<file path="src/rtl/core/wsd_pkg.sv">
// Shared types and constants of the WebSocket text frame deframer.
package wsd_pkg;

    localparam int OUT_DEPTH_DEFAULT = 4;

    localparam logic [1:0] KIND_PAYLOAD = 2'd0;
    localparam logic [1:0] KIND_PONG    = 2'd1;
    localparam logic [1:0] KIND_ERROR   = 2'd2;

    localparam logic [3:0] OPC_TEXT = 4'h1;
    localparam logic [3:0] OPC_PING = 4'h9;

    localparam logic [6:0] LEN_CODE_16 = 7'd126;
    localparam logic [6:0] LEN_CODE_64 = 7'd127;

    localparam logic [7:0] PONG_BYTE0 = 8'h8a;
    localparam logic [7:0] PONG_BYTE1 = 8'h00;

    typedef enum logic [2:0] {
        PH_HDR0,
        PH_HDR1_TEXT,
        PH_HDR1_PING,
        PH_HDR1_OTHER,
        PH_EXTLEN,
        PH_KEY,
        PH_PAYLOAD
    } t_phase;

    typedef struct packed {
        logic [7:0] data;
        logic [1:0] kind;
        logic       last;
    } t_result;

    typedef struct packed {
        logic    valid0;
        logic    valid1;
        t_result res0;
        t_result res1;
    } t_emit;

endpackage

</file>
<file path="src/rtl/core/wsd_parser.sv">
// Byte-wise frame header parser and payload unmasker.
module wsd_parser
    import wsd_pkg::*;
(
    input  logic       i_clk,
    input  logic       i_rst_n,
    input  logic       i_take,
    input  logic [7:0] i_rx_byte,
    output t_emit      o_emit
);

    t_phase      r_phase, n_phase;
    logic        r_mask, n_mask;
    logic [63:0] r_len, n_len;
    logic [3:0]  r_cnt, n_cnt;
    logic [63:0] r_rem, n_rem;
    logic [1:0]  r_kidx, n_kidx;
    logic [7:0]  r_key [4];

    logic        w_key_we;
    logic [1:0]  w_key_sel;
    logic        w_len_done;
    logic [63:0] w_len;
    logic [3:0]  w_cnt_dec;
    logic [7:0]  w_data;
    logic        w_last;

    always_ff @(posedge i_clk) begin
        if (!i_rst_n) begin
            r_phase <= PH_HDR0;
            r_mask  <= 1'b0;
            r_cnt   <= 4'd0;
            r_kidx  <= 2'd0;
        end else begin
            r_phase <= n_phase;
            r_mask  <= n_mask;
            r_cnt   <= n_cnt;
            r_kidx  <= n_kidx;
        end
    end

    always_ff @(posedge i_clk) begin
        r_len <= n_len;
        r_rem <= n_rem;
        if (w_key_we) begin
            r_key[w_key_sel] <= i_rx_byte;
        end
    end

    assign w_cnt_dec = r_cnt - 4'd1;
    assign w_key_sel = 2'(4'd0 - r_cnt);
    assign w_data    = i_rx_byte ^ (r_mask ? r_key[r_kidx] : 8'h00);
    assign w_last    = (r_rem == 64'd1);

    always_comb begin
        n_phase    = r_phase;
        n_mask     = r_mask;
        n_len      = r_len;
        n_cnt      = r_cnt;
        n_rem      = r_rem;
        n_kidx     = r_kidx;
        w_key_we   = 1'b0;
        w_len_done = 1'b0;
        w_len      = r_len;
        o_emit     = '0;
        if (i_take) begin
            case (r_phase)
                PH_HDR0: begin
                    if (i_rx_byte[3:0] == OPC_TEXT) begin
                        n_phase = PH_HDR1_TEXT;
                    end else if (i_rx_byte[3:0] == OPC_PING) begin
                        n_phase = PH_HDR1_PING;
                    end else begin
                        n_phase = PH_HDR1_OTHER;
                    end
                end
                PH_HDR1_TEXT: begin
                    n_mask = i_rx_byte[7];
                    if (i_rx_byte[6:0] == LEN_CODE_16) begin
                        n_len   = 64'd0;
                        n_cnt   = 4'd2;
                        n_phase = PH_EXTLEN;
                    end else if (i_rx_byte[6:0] == LEN_CODE_64) begin
                        n_len   = 64'd0;
                        n_cnt   = 4'd8;
                        n_phase = PH_EXTLEN;
                    end else begin
                        w_len      = {57'd0, i_rx_byte[6:0]};
                        n_len      = w_len;
                        w_len_done = 1'b1;
                    end
                end
                PH_HDR1_PING: begin
                    n_phase        = PH_HDR0;
                    o_emit.valid0  = 1'b1;
                    o_emit.valid1  = 1'b1;
                    o_emit.res0    = '{data: PONG_BYTE0, kind: KIND_PONG, last: 1'b0};
                    o_emit.res1    = '{data: PONG_BYTE1, kind: KIND_PONG, last: 1'b1};
                end
                PH_HDR1_OTHER: begin
                    n_phase = PH_HDR0;
                end
                PH_EXTLEN: begin
                    w_len = {r_len[55:0], i_rx_byte};
                    n_len = w_len;
                    n_cnt = w_cnt_dec;
                    if (w_cnt_dec == 4'd0) begin
                        w_len_done = 1'b1;
                    end
                end
                PH_KEY: begin
                    w_key_we = 1'b1;
                    n_cnt    = w_cnt_dec;
                    if (w_cnt_dec == 4'd0) begin
                        n_phase = PH_PAYLOAD;
                    end
                end
                PH_PAYLOAD: begin
                    n_rem         = r_rem - 64'd1;
                    n_kidx        = r_kidx + 2'd1;
                    o_emit.valid0 = 1'b1;
                    o_emit.res0   = '{data: w_data, kind: KIND_PAYLOAD, last: w_last};
                    if (w_last) begin
                        n_phase = PH_HDR0;
                    end
                end
                default: begin
                    n_phase = PH_HDR0;
                end
            endcase

            // Length known: a zero length reports an error, otherwise the key or
            // the payload follows.
            if (w_len_done) begin
                if (w_len == 64'd0) begin
                    n_phase       = PH_HDR0;
                    o_emit.valid0 = 1'b1;
                    o_emit.res0   = '{data: 8'h00, kind: KIND_ERROR, last: 1'b0};
                end else begin
                    n_rem  = w_len;
                    n_kidx = 2'd0;
                    if (n_mask) begin
                        n_cnt   = 4'd4;
                        n_phase = PH_KEY;
                    end else begin
                        n_phase = PH_PAYLOAD;
                    end
                end
            end
        end
    end

endmodule

</file>
<file path="src/rtl/core/wsd_out_fifo.sv">
// Result queue that takes up to two words per cycle and hands out one.
module wsd_out_fifo
    import wsd_pkg::*;
#(
    parameter int DEPTH = OUT_DEPTH_DEFAULT
) (
    input  logic    i_clk,
    input  logic    i_rst_n,
    input  t_emit   i_emit,
    output logic    o_room2,
    output logic    o_valid,
    input  logic    i_ready,
    output t_result o_res
);

    localparam int PW = $clog2(DEPTH);
    localparam int CW = $clog2(DEPTH + 1);

    t_result       r_mem [DEPTH];
    logic [PW-1:0] r_wr, n_wr;
    logic [PW-1:0] r_rd, n_rd;
    logic [CW-1:0] r_count, n_count;
    logic          w_pop;
    logic [PW-1:0] w_wr1;

    assign o_valid = (r_count != '0);
    assign o_res   = r_mem[r_rd];
    assign o_room2 = (r_count <= CW'(DEPTH - 2));
    assign w_pop   = o_valid && i_ready;
    assign w_wr1   = r_wr + PW'(1);

    always_comb begin
        n_wr    = r_wr + PW'(i_emit.valid0) + PW'(i_emit.valid1);
        n_rd    = r_rd + PW'(w_pop);
        n_count = r_count + CW'(i_emit.valid0) + CW'(i_emit.valid1) - CW'(w_pop);
    end

    always_ff @(posedge i_clk) begin
        if (!i_rst_n) begin
            r_wr    <= '0;
            r_rd    <= '0;
            r_count <= '0;
        end else begin
            r_wr    <= n_wr;
            r_rd    <= n_rd;
            r_count <= n_count;
        end
    end

    always_ff @(posedge i_clk) begin
        if (i_emit.valid0) begin
            r_mem[r_wr] <= i_emit.res0;
        end
        if (i_emit.valid1) begin
            r_mem[w_wr1] <= i_emit.res1;
        end
    end

    a_count_bound: assert property (@(posedge i_clk) disable iff (!i_rst_n)
        r_count <= CW'(DEPTH))
        else $error("Result queue count exceeds its depth.");

    a_second_needs_first: assert property (@(posedge i_clk) disable iff (!i_rst_n)
        i_emit.valid1 |-> i_emit.valid0)
        else $error("Second result pushed without a first one.");

    a_push_fits: assert property (@(posedge i_clk) disable iff (!i_rst_n)
        (i_emit.valid0 && i_emit.valid1) |-> (r_count <= CW'(DEPTH - 2)))
        else $error("Pair of results pushed into a queue without room.");

    a_pop_drains: assert property (@(posedge i_clk) disable iff (!i_rst_n)
        (w_pop && !i_emit.valid0) |=> (r_count == $past(r_count) - CW'(1)))
        else $error("Result queue count did not drop after a lone pop.");

endmodule

</file>
<file path="src/rtl/core/websocket_text_frame_deframer_unit.sv">
// Top level of the WebSocket text frame deframer.
//
// The block takes one received byte per clock cycle while rx_ready is high and
// presents the results it causes from the cycle after, through a four-entry
// result queue: one payload byte (unmasked with the frame key), a zero length
// error, or, for a ping header, the two pong bytes. Every byte is parsed in a
// single pass of the header/length/key state machine, so with out_ready held
// high the sustained rate is one byte per cycle. rx_ready drops only when the
// queue has fewer than two free entries. While link_open is zero, bytes are
// still taken but are dropped and leave the parser state unchanged.
module websocket_text_frame_deframer_unit
    import wsd_pkg::*;
#(
    parameter int OUT_DEPTH = OUT_DEPTH_DEFAULT
) (
    input  logic       i_clk,
    input  logic       i_rst_n,
    input  logic       i_cfg_valid,
    output logic       o_cfg_ready,
    input  logic       i_cfg_data,
    input  logic       i_rx_valid,
    output logic       o_rx_ready,
    input  logic [7:0] i_rx_byte,
    output logic       o_out_valid,
    input  logic       i_out_ready,
    output logic [7:0] o_out_byte,
    output logic [1:0] o_out_kind,
    output logic       o_out_last
);

    logic    r_link_open;
    logic    w_take;
    logic    w_room2;
    t_emit   w_emit;
    t_result w_res;

    assign o_cfg_ready = 1'b1;
    assign o_rx_ready  = w_room2;
    assign w_take      = i_rx_valid && o_rx_ready && r_link_open;

    always_ff @(posedge i_clk) begin
        if (!i_rst_n) begin
            r_link_open <= 1'b0;
        end else if (i_cfg_valid && o_cfg_ready) begin
            r_link_open <= i_cfg_data;
        end
    end

    wsd_parser u_parser (
        .i_clk     (i_clk),
        .i_rst_n   (i_rst_n),
        .i_take    (w_take),
        .i_rx_byte (i_rx_byte),
        .o_emit    (w_emit)
    );

    wsd_out_fifo #(
        .DEPTH (OUT_DEPTH)
    ) u_out_fifo (
        .i_clk   (i_clk),
        .i_rst_n (i_rst_n),
        .i_emit  (w_emit),
        .o_room2 (w_room2),
        .o_valid (o_out_valid),
        .i_ready (i_out_ready),
        .o_res   (w_res)
    );

    assign o_out_byte = w_res.data;
    assign o_out_kind = w_res.kind;
    assign o_out_last = w_res.last;

endmodule

</file>
<file path="config.mk">
export PLATFORM = sky130hd
export DESIGN_NAME = websocket_text_frame_deframer_unit
export DESIGN_NICKNAME = d
export VERILOG_FILES = /design/src/rtl/core/wsd_pkg.sv /design/src/rtl/core/wsd_parser.sv /design/src/rtl/core/wsd_out_fifo.sv /design/src/rtl/core/websocket_text_frame_deframer_unit.sv
export SDC_FILE = /design/constraint.sdc
export NUM_CORES = 1
export LEC_CHECK = 0
export ABC_AREA = 1
export CAP_MARGIN = 20
export CORE_MARGIN = 5
export CORE_UTILIZATION = 65
export CTS_BUF_LIST = sky130_fd_sc_hd__clkbuf_8
export CTS_CLUSTER_DIAMETER = 200
export DETAILED_ROUTE_END_ITERATION = 8
export DONT_BUFFER_PORTS = 1
export PLACE_DENSITY = 0.92
export SLEW_MARGIN = 40
export SYNTH_ARGS = -nofsm -noshare
export SYNTH_HDL_FRONTEND = slang
export SYNTH_SLANG_ARGS = --single-unit
</file>
<file path="constraint.sdc">
create_clock -name i_clk -period 13.1 [get_ports i_clk]
set_input_delay 1.31 -clock i_clk [delete_from_list [all_inputs] [get_ports i_clk]]
set_output_delay 1.31 -clock i_clk [all_outputs]
set_load 0.01 [all_outputs]
</file>
==> results.yml, run 1 <==
status:
  status: "finished clean"
clock_network:
  cts_resized: 0
  clk_latency_ns: 0.53
  cts_setup_buffers: 0
  h-tree-depth: 2
  cts-hold-fix-buffers: 0
  clk_pin_slew_ns: 0.06
  numCtsBuffers: 38
  cts_tree: "done"
  cts_root_buf: "clkbuf_8"
  clock-sinks: 224
  cts_buffer_depth: 3
pwr:
  powerDensity_nw_per_um2: 129
  p_leak_nw: 6.35
  ir_drop_mv: 0.0843
routing:
  wl_per_cell_um: 16.2
  drtIter0Drc: 1773
  postRouteAntennaNets: 0
  drc: 0
  num_vias: 11200
  drt-vias-per-instance: 5.68
  postRouteWirelength_um: 32100
  dr.pass1.iters: 6
die:
  rows: 51
  die_width_um: 151
  dieArea_um2: 22800
  io_pins: 28
  die_y_um: 151
  initial_core_util_pct: 66.1
  core_um2: 19500
worst_setup_path:
  required_ns: 13.38
  cp_max_fo: 68
  setup.worst_path.start_class: "input port"
  cp_top_family: "simple AND/OR/NAND/NOR gates"
  cp_slowest_cell: "inv_2"
  cp_num_buf_inv: 3
  rr_worst_depth: 16
  crit_type: "in -> reg"
  worstSetupEndpointType: "register"
  crit_arrival_ns: 5.53
  cpMostUsedCell: "nand2_1"
  r2r-end: "u_parser.r_rem[29]"
  r2r_setup_slack_ns: 8.25
  reg2reg_from: "u_parser.r_phase[0]"
  path_cells: "nand2_1 -> nor2_4 -> nand2_1 -> nand3_4 -> nand2_1 -> o21bai_1 -> nor2_1 -> nand2_1 -> nor2_1 -> nand2_1 -> nor2_1 -> nand2_1 -> nand2_2 -> inv_2 -> buf_4 -> nand3_1 -> o21ai_0 -> inv_1"
  slowest_delay_ns: 0.64
finish:
  finalNetCount: 1711
  num_antenna_cells: 0
  area_growth_pct: 5.94
  drive_above_1_share_pct: 4.14
  n_fill_cell: 1523
  fin_area_um2: 13700
placement:
  place_hpwl_um: 22800
  gp_congestion: 0.957
  place_area_um2: 13000
  portBuffers: 0
timing:
  period_minus_slack_ns: 5.25
  fin_crit_sh_pct: 40.1
  worstMarginPinSlew_ns: 0.845
  setup_viol: 0
  max-slew-margin-rel_pct: 43.7
  slew_viol_final: 0
  finalHoldViolations: 0
  fin_skew_ns: 0.0232
  setup-tns-final_ns: 0
  fmax_ghz: 0.191
  rsz0062_at_grt: "false"
logic_synthesis:
  synth_edf_count: 168
  syn_inst: 1696
  ys_async_sr_fraction_pct: 0
  yosysWarningCount: 0
  dominantRegCellSynth: "edfxtp_1"
  yosysMostFrequentCell: "nand2_1"
  ys_ff_latch: 224
  synth_area_leader_cell: "edfxtp_1"
  syn_area_um2: 12900
  synthDistinctLibCells: 44
  synth_top_area_share_pct: 39.1
  syn_nets: 1723
  avgSynthCellArea_um2: 7.61
  seq_area_frac_synth_pct: 47.8
  synth_top_cells_by_count: "nand2_1 (394), nor2_1 (314), inv_1 (259)"
  synth_area_leaders: "edfxtp_1 (39%), nand2_1 (11%), nor2_1 (9.1%), dfxtp_1 (8.7%), inv_1 (7.5%)"
worst_hold_path:
  hold_path.class: "reg -> reg"
  hold_path_depth: 2
  min_from: "u_out_fifo.r_mem[1][2]"
  hold-path-endpoint: "u_out_fifo.r_mem[1][2]"
global_routing:
  grt_max_degree: 82
  track_usage_pct: 28.0
  antenna_found_initial: 0
  grt_pass1_wl_um: 51200
  first_global_vias: 10200
  grt_overflow: 0
flow_run:
  drv_cap: 0
## registers in the layout, summed over array words and instances, names as in the netlist, named ones only
name / flops
r_link_open: 1
u_out_fifo.r_count: 3
u_out_fifo.r_mem: 44
u_out_fifo.r_rd: 2
u_out_fifo.r_wr: 2
u_parser.r_cnt: 4
u_parser.r_key: 32
u_parser.r_kidx: 2
u_parser.r_len: 64
u_parser.r_mask: 1
u_parser.r_phase: 3
u_parser.r_rem: 64
## per-layer routing
metal / GRT usage, % / up-vias / part of all wire, %
met5: 0 / - / 0
met4: 7.84 / 0 / 2.2
met3: 5.06 / 63 / 12
met2: 41.4 / 685 / 44
met1: 42.6 / 5095 / 42
li1: - / 5389 / -
## power by group
group	total, mW	switching [mW]	internal [mW]	leakage (nW)
registers	0.858	0.0374	0.820	1.99
logic	0.354	0.250	0.105	3.94
clock network	0.552	0.276	0.275	0.419
## cell families (layout without fill, tap and decap cells)
logic type	count (synthesis)	count (layout)	share of synthesized area, %
simple gates	890	890	28.8
buf+inv	321	338	10.0
flops	224	224	47.8
compound gates	182	182	7.55
xor+xnor	65	65	4.41
fa+ha+maj	13	13	1.44
other cells	1	1	0.0291
## worst max path at each step
stage | start | endpoint | slack, ns | cells after the start
finish | i_rx_byte[5] | u_parser.r_rem[46] | 7.85 | 18
global route | i_rx_byte[5] | u_parser.r_rem[46] | 7.43 | 18
CTS | i_rx_byte[5] | u_parser.r_rem[46] | 7.94 | 18
detailed placement | i_rx_byte[5] | u_parser.r_rem[46] | 7.40 | 18
global placement | i_rx_byte[6] | u_parser.r_rem[30] | 7.17 | 17
floorplan | i_rx_valid | u_parser.r_len[0] | 8.02 | 2
## area by class of cell
class	instances	area (um^2)	share of cell area, %
multi-input cells	1151	5470	40.0
clock buffers	39	537	3.93
flip-flops and latches	224	6170	45.1
inverters	264	992	7.26
clock inverters	30	118	0.861
well taps	265	332	2.43
repair buffers	5	50.0	0.366
## through the flow
stage          setup slack [ns]  hold WS (ns)  power, mW  utilization (%)  std cells
6_report                   7.85         0.463       1.76             70.0       1978
5_1_grt                    7.43         0.481       1.86             70.0       1978
4_1_cts                    7.94         0.464       1.76             69.9       1978
3_5_place_dp               7.40         0.455       1.22             66.6       1909
3_3_place_gp               7.17         0.452       1.20             66.4       1908
2_1_floorplan              8.02         0.439       1.14                -       1696
## placed cells by master, fill, tap and decap left out, types with 5 or more instances in the layout
cell type and instances:
nor2_1 312, nand4_1 15, a31oi_1 20, o21ai_1 5, clkbuf_8 39, nor3_1 20
inv_1 282, nand2_1 394, nand3_1 122, o22ai_1 13, edfxtp_1 168, ha_1 10
xnor2_1 34, xor2_1 31, dfxtp_1 56, or2_2 5, o21ai_0 92, a21oi_1 44
clkinv_1 6
## worst reg2reg max path, cell delays in order (launching register included)
cell     delay [ns]
dfxtp_1        0.37
nand2_1        0.11
nor2_2         0.48
nand3_4        0.62
nand3_1        0.24
o21ai_0        0.28
nor2_1         0.18
nand2_1        0.12
nor2_1         0.13
nand2_1        0.06
nor2_1         0.08
nand2_1        0.07
nand2_2        0.54
inv_2          0.45
buf_4          0.45
nand2_1        0.26
o21ai_0        0.11
(Power assumes the default switching activity.)
==> run 2, diff against run 1 <==
ABC_AREA = 0   (was 1)
CORE_UTILIZATION = 60   (was 65)
PLACE_DENSITY = 0.9   (was 0.92)
clock period = 4.8 ns   (was 13.1 ns; I/O delays follow)
==> run 2 against run 1 <==
Critical path depth shrank 10. Utilization shrank 4.6 points. Via count shrank 28%. Die area shrank 5.1%. Setup slack lost 6.8 ns. Wire length shrank 18%. Sequential cell count is the same. Final cell count shrank 38%. Total power grew 140%. First-iteration DRC count shrank 42%. Clock skew shrank 0.0039 ns. Synthesized cell count shrank 43%. Critical endpoint is now u_out_fifo.r_count[1].
==> results.yml, run 2 <==
global_routing:
  grt_max_degree: 65
  track_usage_pct: 23.9
  grt_overflow: 0
  grt_pass1_wl_um: 42000
  first_global_vias: 7921
  antenna_found_initial: 0
logic_synthesis:
  synth_edf_count: 168
  synth_area_leaders: "edfxtp_1 (45%), dfxtp_1 (10%), a211oi_1 (3.9%), xnor2_1 (3.9%), mux4_2 (3.8%)"
  yosysWarningCount: 0
  syn_inst: 967
  syn_area_um2: 11300
  avgSynthCellArea_um2: 11.6
  syn_nets: 994
  yosysMostFrequentCell: "edfxtp_1"
  seq_area_frac_synth_pct: 54.7
  synth_area_leader_cell: "edfxtp_1"
  synth_top_area_share_pct: 44.8
  synth_top_cells_by_count: "edfxtp_1 (168), a21oi_1 (69), and2_1 (67)"
  ys_ff_latch: 224
  synthDistinctLibCells: 76
  dominantRegCellSynth: "edfxtp_1"
  ys_async_sr_fraction_pct: 0
clock_network:
  cts_root_buf: "clkbuf_8"
  h-tree-depth: 2
  clk_pin_slew_ns: 0.07
  cts_setup_buffers: 0
  clock-sinks: 224
  cts_tree: "done"
  clk_latency_ns: 0.52
  cts_resized: 0
  cts_buffer_depth: 3
  numCtsBuffers: 36
  cts-hold-fix-buffers: 0
timing:
  setup_ws_ns: 1.03
  worstMarginPinSlew_ns: 0.841
  setup_viol: 0
  fin_skew_ns: 0.0193
  finalHoldViolations: 0
  max-slew-margin-rel_pct: 43.9
  rsz0062_at_grt: "false"
  fin_crit_sh_pct: 78.6
  slew_viol_final: 0
  setup-tns-final_ns: 0
  period_minus_slack_ns: 3.77
  fmax_ghz: 0.265
worst_hold_path:
  hold_path.class: "in -> reg"
  hold_path_depth: 0
  min_from: "i_rx_byte[2]"
flow_run:
  drv_cap: 0
die:
  die_y_um: 147
  rows: 50
  dieArea_um2: 21600
  die_width_um: 147
  core_um2: 18600
  initial_core_util_pct: 60.6
  io_pins: 28
pwr:
  powerDensity_nw_per_um2: 354
  ir_drop_mv: 0.426
  p_leak_nw: 3.87
placement:
  portBuffers: 0
  place_area_um2: 11500
  place_hpwl_um: 17200
  gp_congestion: 0.883
  dp_slack_ns: 1.15
routing:
  dr.pass1.iters: 5
  wl_per_cell_um: 21.5
  drt-vias-per-instance: 6.67
  postRouteAntennaNets: 0
  postRouteWirelength_um: 26200
  drtIter0Drc: 1021
  drc: 0
  num_vias: 8143
worst_setup_path:
  reg2reg_from: "u_parser.r_phase[2]"
  rr_worst_depth: 8
  cp_max_fo: 26
  r2r_setup_slack_ns: 1.03
  crit_type: "reg -> reg"
  worstSetupEndpointType: "register"
  required_ns: 5.21
  crit_arrival_ns: 4.18
  cp-startpoint: "u_parser.r_phase[2]"
  setup.worst_path.start_class: "register"
finish:
  final_common_cell: "edfxtp_1"
  top_regs: "u_parser.r_len x64, u_parser.r_rem x64, u_out_fifo.r_mem x44"
  area_growth_pct: 7.93
  finalNetCount: 990
  drive_above_1_share_pct: 12.1
  fin_area_um2: 12200
  final_cell_mix: "edfxtp_1 (168), a21oi_1 (68), and2_1 (67), a211oi_1 (59), dfxtp_1 (55)"
  num_antenna_cells: 0
status:
  status: "finished clean"
run 2: cell count changes after synthesis, sizes merged, moves of 25 or more:
cell / delta
nand2: -345
nor2: -261
inv: -244
nand3: -108
o21ai: -77
and2: +66
a211oi: +60
nor4: +27
o2bb2ai: +26
a21oi: +25
run 2: critical path: stages, from the launching register on:
cell      delay (ns)
dfxtp_1         0.85
or3b_1          0.56
o21ai_0         0.24
nor4b_2         0.24
o211ai_1        0.24
o41ai_4         0.63
fa_1            0.31
fa_1            0.42
and2_1          0.17
run 2: worst paths after layout:
kind                             to
max           u_out_fifo.r_count[1]
min reg2reg  u_out_fifo.r_mem[3][9]
min            u_parser.r_key[2][2]
max reg2reg   u_out_fifo.r_count[1]
run 2: kinds of logic (layout without fill, tap and decap cells):
kind of cell	after synthesis	in the layout	synth area share, %
simple gates	343	343	17.6
buf+inv	70	89	2.53
mux	28	28	4.65
xor+xnor	74	74	5.75
other cells	1	1	0.0333
flops	224	224	54.7
fa+ha+maj	13	13	1.64
compound gates	214	214	13.0
run 2: layer usage:
metal  part of all wire (%)  vias up  global-route usage [%]
li1                       -     3660                       -
met1                     40     3980                    33.5
met2                     48      440                    37.9
met3                    9.2       63                    4.47
met4                    2.7        0                    7.83
met5                      0        -                       0
run 2: final cells by class:
cell class | count | area, um^2
fillers | 1259 | 6420
clock inverters | 24 | 176
multi-input cells | 673 | 4850
flip-flops and latches | 224 | 6170
inverters | 18 | 67.6
clock buffers | 37 | 509
well taps | 234 | 293
repair buffers | 10 | 95.1
run 2: report_power, final:
| part | total (mW) | internal [mW] | switching [mW] | leakage [nW] |
|---|---|---|---|---|
| clock network | 1.61 | 0.876 | 0.738 | 0.393 |
| registers | 2.26 | 2.16 | 0.0949 | 1.99 |
| logic | 0.433 | 0.188 | 0.245 | 1.49 |
| total | 4.30 | 3.23 | 1.08 | 3.87 |
run 2: metrics by stage:
step	total power, mW	hold slack [ns]	util, %	instances
3_5_place_dp	2.72	0.444	61.6	1158
5_1_grt	4.47	0.0305	65.4	1220
4_1_cts	4.31	0.0292	65.3	1219
6_report	4.30	0.0534	65.4	1220
3_3_place_gp	2.70	0.440	61.6	1158
2_1_floorplan	2.62	0.427	-	967
